## src/hdl/srs_pkg.sv

```systemverilog
// ----------------------------------------------------------------------------
// srs_pkg: shared types and constants for the sorted range search block
// Field widths, opcodes, register indexes and the probe compare result.
// ----------------------------------------------------------------------------
package srs_pkg;

    localparam int VALUE_W      = 32;
    localparam int INDEX_W      = 10;
    localparam int LENGTH_W     = 11;
    localparam int CFG_INDEX_W  = 1;
    localparam int IN_TDATA_W   = 48;
    localparam int OUT_TDATA_W  = 24;

    // input item kinds (carried on s_tuser)
    localparam logic OP_LOAD  = 1'b0;
    localparam logic OP_QUERY = 1'b1;

    // configuration register indexes
    localparam logic [CFG_INDEX_W-1:0] CFG_DESCENDING  = 1'b0;
    localparam logic [CFG_INDEX_W-1:0] CFG_LIST_LENGTH = 1'b1;

    // outcome of one probe against the key
    typedef struct packed {
        logic hit;      // probe equals key
        logic go_low;   // keep the lower half: hi <= mid
    } probe_result_t;

endpackage

```

## src/hdl/srs_probe_unit.sv

```systemverilog
// ----------------------------------------------------------------------------
// srs_probe_unit: shared compare unit of the binary search
// Compares one list entry with the key and picks the half to keep.
// ----------------------------------------------------------------------------
module srs_probe_unit
    import srs_pkg::*;
(
    input  logic [VALUE_W-1:0] probe,
    input  logic [VALUE_W-1:0] key,
    input  logic               descending,
    input  logic               toward_low,
    output probe_result_t      result
);

    logic equal;
    logic probe_gt;
    logic probe_lt;

    always_comb
    begin
        equal    = (probe == key);
        probe_gt = ($signed(probe) > $signed(key));
        probe_lt = ($signed(probe) < $signed(key));
        result.hit = equal;
        if (equal)
        begin
            result.go_low = toward_low;
        end
        else if (descending)
        begin
            result.go_low = probe_lt;
        end
        else
        begin
            result.go_low = probe_gt;
        end
    end

endmodule

```

## config.mk

```make
export PLATFORM = sky130hd
export DESIGN_NAME = srs_probe_unit
export DESIGN_NICKNAME = d
export VERILOG_FILES = /design/src/hdl/srs_pkg.sv /design/src/hdl/srs_probe_unit.sv
export SDC_FILE = /design/constraint.sdc
export NUM_CORES = 1
export LEC_CHECK = 0
export BUFFER_PORTS_ARGS = -buffer_cell sky130_fd_sc_hd__buf_2
export CORE_MARGIN = 8
export CORE_UTILIZATION = 35
export DETAILED_ROUTE_END_ITERATION = 10
export PLACE_DENSITY = 0.69
export SLEW_MARGIN = 20
export SYNTH_ARGS = -nofsm -noshare
export SYNTH_HDL_FRONTEND = slang
export SYNTH_SLANG_ARGS = --single-unit
```

## constraint.sdc

```tcl
create_clock -name vclk -period 3.7
set_input_delay 0 -clock vclk [all_inputs]
set_output_delay 0 -clock vclk [all_outputs]
set_load 0.005 [all_outputs]
```

==> key figures <==
Setup path
  – Crit. Startpoint: key[14]
  – Setup crit start kind: input pin
  – Required time of the critical path: 3.70 ns
  – Worst Setup End Kind: primary output
  – WP data arrival: approximately 1.6 ns
  – Max FO, Critical Path: 4
  – CP Class: input pin to primary output

Synthesis
  – Top cell type by total area after synthesis: ha_1
  – Post-synthesis cell type count: 23
  – Top cell type's share of synthesized area: between 40 and 50%
  – Post-Syn Area: a little under 900 um^2
  – Register area share after synthesis: 0%
  – Syn nets: 220
  – Gate Count Post-Synth: 122
  – Largest cells by area after synthesis: ha_1, inv_1, a21oi_1, nand4_1, nand2_1
  – Yosys warns: 0
  – Syn_area_per_cell: between 7 and 8 um^2

Job
  – Max capacitance violation total: 0

Die
  – Die H: 65.92 um
  – Io pins: 68
  – Core region area: 2410 um^2
  – Starting Density: 36.19%
  – Core Rows: 18
  – Die area: 4345 um^2
  – Die Span X: approximately 66 um

Pwr
  – Lkg Pwr: about 0.80 nW
  – Maximum vdd drop: 0.00005000 V
  – Pwr dens: 100.5 nW/um^2
  – Tot Pwr: 0.1249 mW

Global route
  – Remaining global-route overflow: 0
  – Largest net degree at the start of global routing: 5
  – First-pass GRT wire length: 4271 um
  – Number of global-route vias before repair: 1154
  – Number of antenna violations at the first check in global routing: 0
  – Total GRT Usage: 11.17%

STA
  – Final setup margin: approximately 2.1 ns
  – Total negative slack: 0 ns
  – Endpoints failing setup: 0
  – Final hold vios: 0
  – Share of the clock period used by the worst path: 43.37%
  – Slew HR: about 76%
  – Minimum clock period after layout: 1.605 ns
  – Maximum clock frequency: 0.6232 GHz
  – Final Slew Violations: 0
  – RSZ-0062 raised after global routing: false
  – Worst Tran Pin Value: between 0.3 and 0.4 ns

Layout
  – Post-route cell area: around 1200 um^2
  – Clock buffer count: 0
  – # diodes: 0
  – FF+latch count: 0
  – Commonest cells after routing, fill and taps aside: buf_2, inv_1, ha_1
  – Layout cells sized above 1: 37.57%
  – Commonest non-fill, non-tap cell in the layout: buf_2
  – Nets: 289
  – Area Overhead vs Synth: 42.47%
  – Non-filler cells, final: ~220
  – Register area: 0 um^2
  – # fillers: 260

Clocking
  – Post-CTS setup buffer count: 0
  – Cts hold-fix bufs: 0
  – PostCTS Resize Cnt: 0

Hold path
  – Worst Hold Class: input pin to primary output
  – Hold Path Origin: toward_low

Place
  – Gpl congestion: approximately 0.77
  – Placed insts: 219
  – DP HPWL: around 2500 um
  – IO buf count: 68
  – Place WS: 2.075 ns
  – Dpl cell area: ~1200 um^2

Route
  – Total number of vias: 1052
  – Drt pass-1 iters: 4
  – Routed length per placed instance: 11.48 um
  – DR iter-0 viols: 9
  – Routed Antenna Nets: 0
  – Drt drc: 0
  – Routed WL: 2514 um
  – DR vias/cell: ~4.8

Run status
  – Status: finished, final reports clean
synthesized netlist by cell type (all sizes together):
cell	number
a2111o	1
a211oi	1
a21o	1
a21oi	15
a221o	1
a22o	2
a31oi	1
and2	1
and3	1
buf	1
ha	32
inv	33
nand2	7
nand3	3
nand4	7
nor2	3
nor2b	1
nor3	1
nor4	1
nor4b	1
o211ai	2
o21ai	4
xnor2	2
final timing paths:
path / to / cells after the start
worst max-delay path: result[0] / 9
worst min-delay path: result[0] / 4
final cells by class:
type / instances / area [um^2] / share of cell area (%)
well taps: 30 / 37.54 / 3.021
repair buffers: 68 / 340.3 / 27.39
multi-input cells: 88 / 740.7 / 59.62
inverters: 33 / 123.9 / 9.970
report_power, final:
part / internal, mW / switching (mW) / leakage, nW
combinational: 0.0671 / 0.0578 / 0.795
sequential: 0 / 0 / 0
clock: 0 / 0 / 0
metrics by stage:
| stage | util (%) | hold WS [ns] |
|---|---|---|
| floorplan | - | 0.2308 |
| CTS | 51.56 | 0.4175 |
| global route | 51.56 | 0.4559 |
| detailed placement | 51.56 | 0.4175 |
| finish | 51.56 | 0.4099 |
| global placement | 51.56 | 0.4180 |
critical path, cell delays in order:
cell and delay (ns):
buf_2 0.08, inv_1 0.03, ha_1 0.30, nand4_1 0.18, nor4_2 0.43, nor2_1 0.09, a22o_1 0.20, a22o_1 0.17
buf_2 0.12
routing by layer:
layer	up-vias	part of all wire (%)	global-route usage [%]
met5	-	0	0
met4	0	0.68	0.8174
met3	2	8.2	2.881
met2	33	55	23.02
met1	457	36	11.04
li1	560	-	-
logic make-up (layout without fill, tap and decap cells):
group / after synthesis / count (layout) / synth area share [%]
xor+xnor: 2 / 2 / 2.009
compound gates: 28 / 28 / 20.09
buf+inv: 34 / 101 / 15.07
fa+ha+maj: 32 / 32 / 45.91
simple gates: 26 / 26 / 16.93
Power figures use the tool's default switching activity.
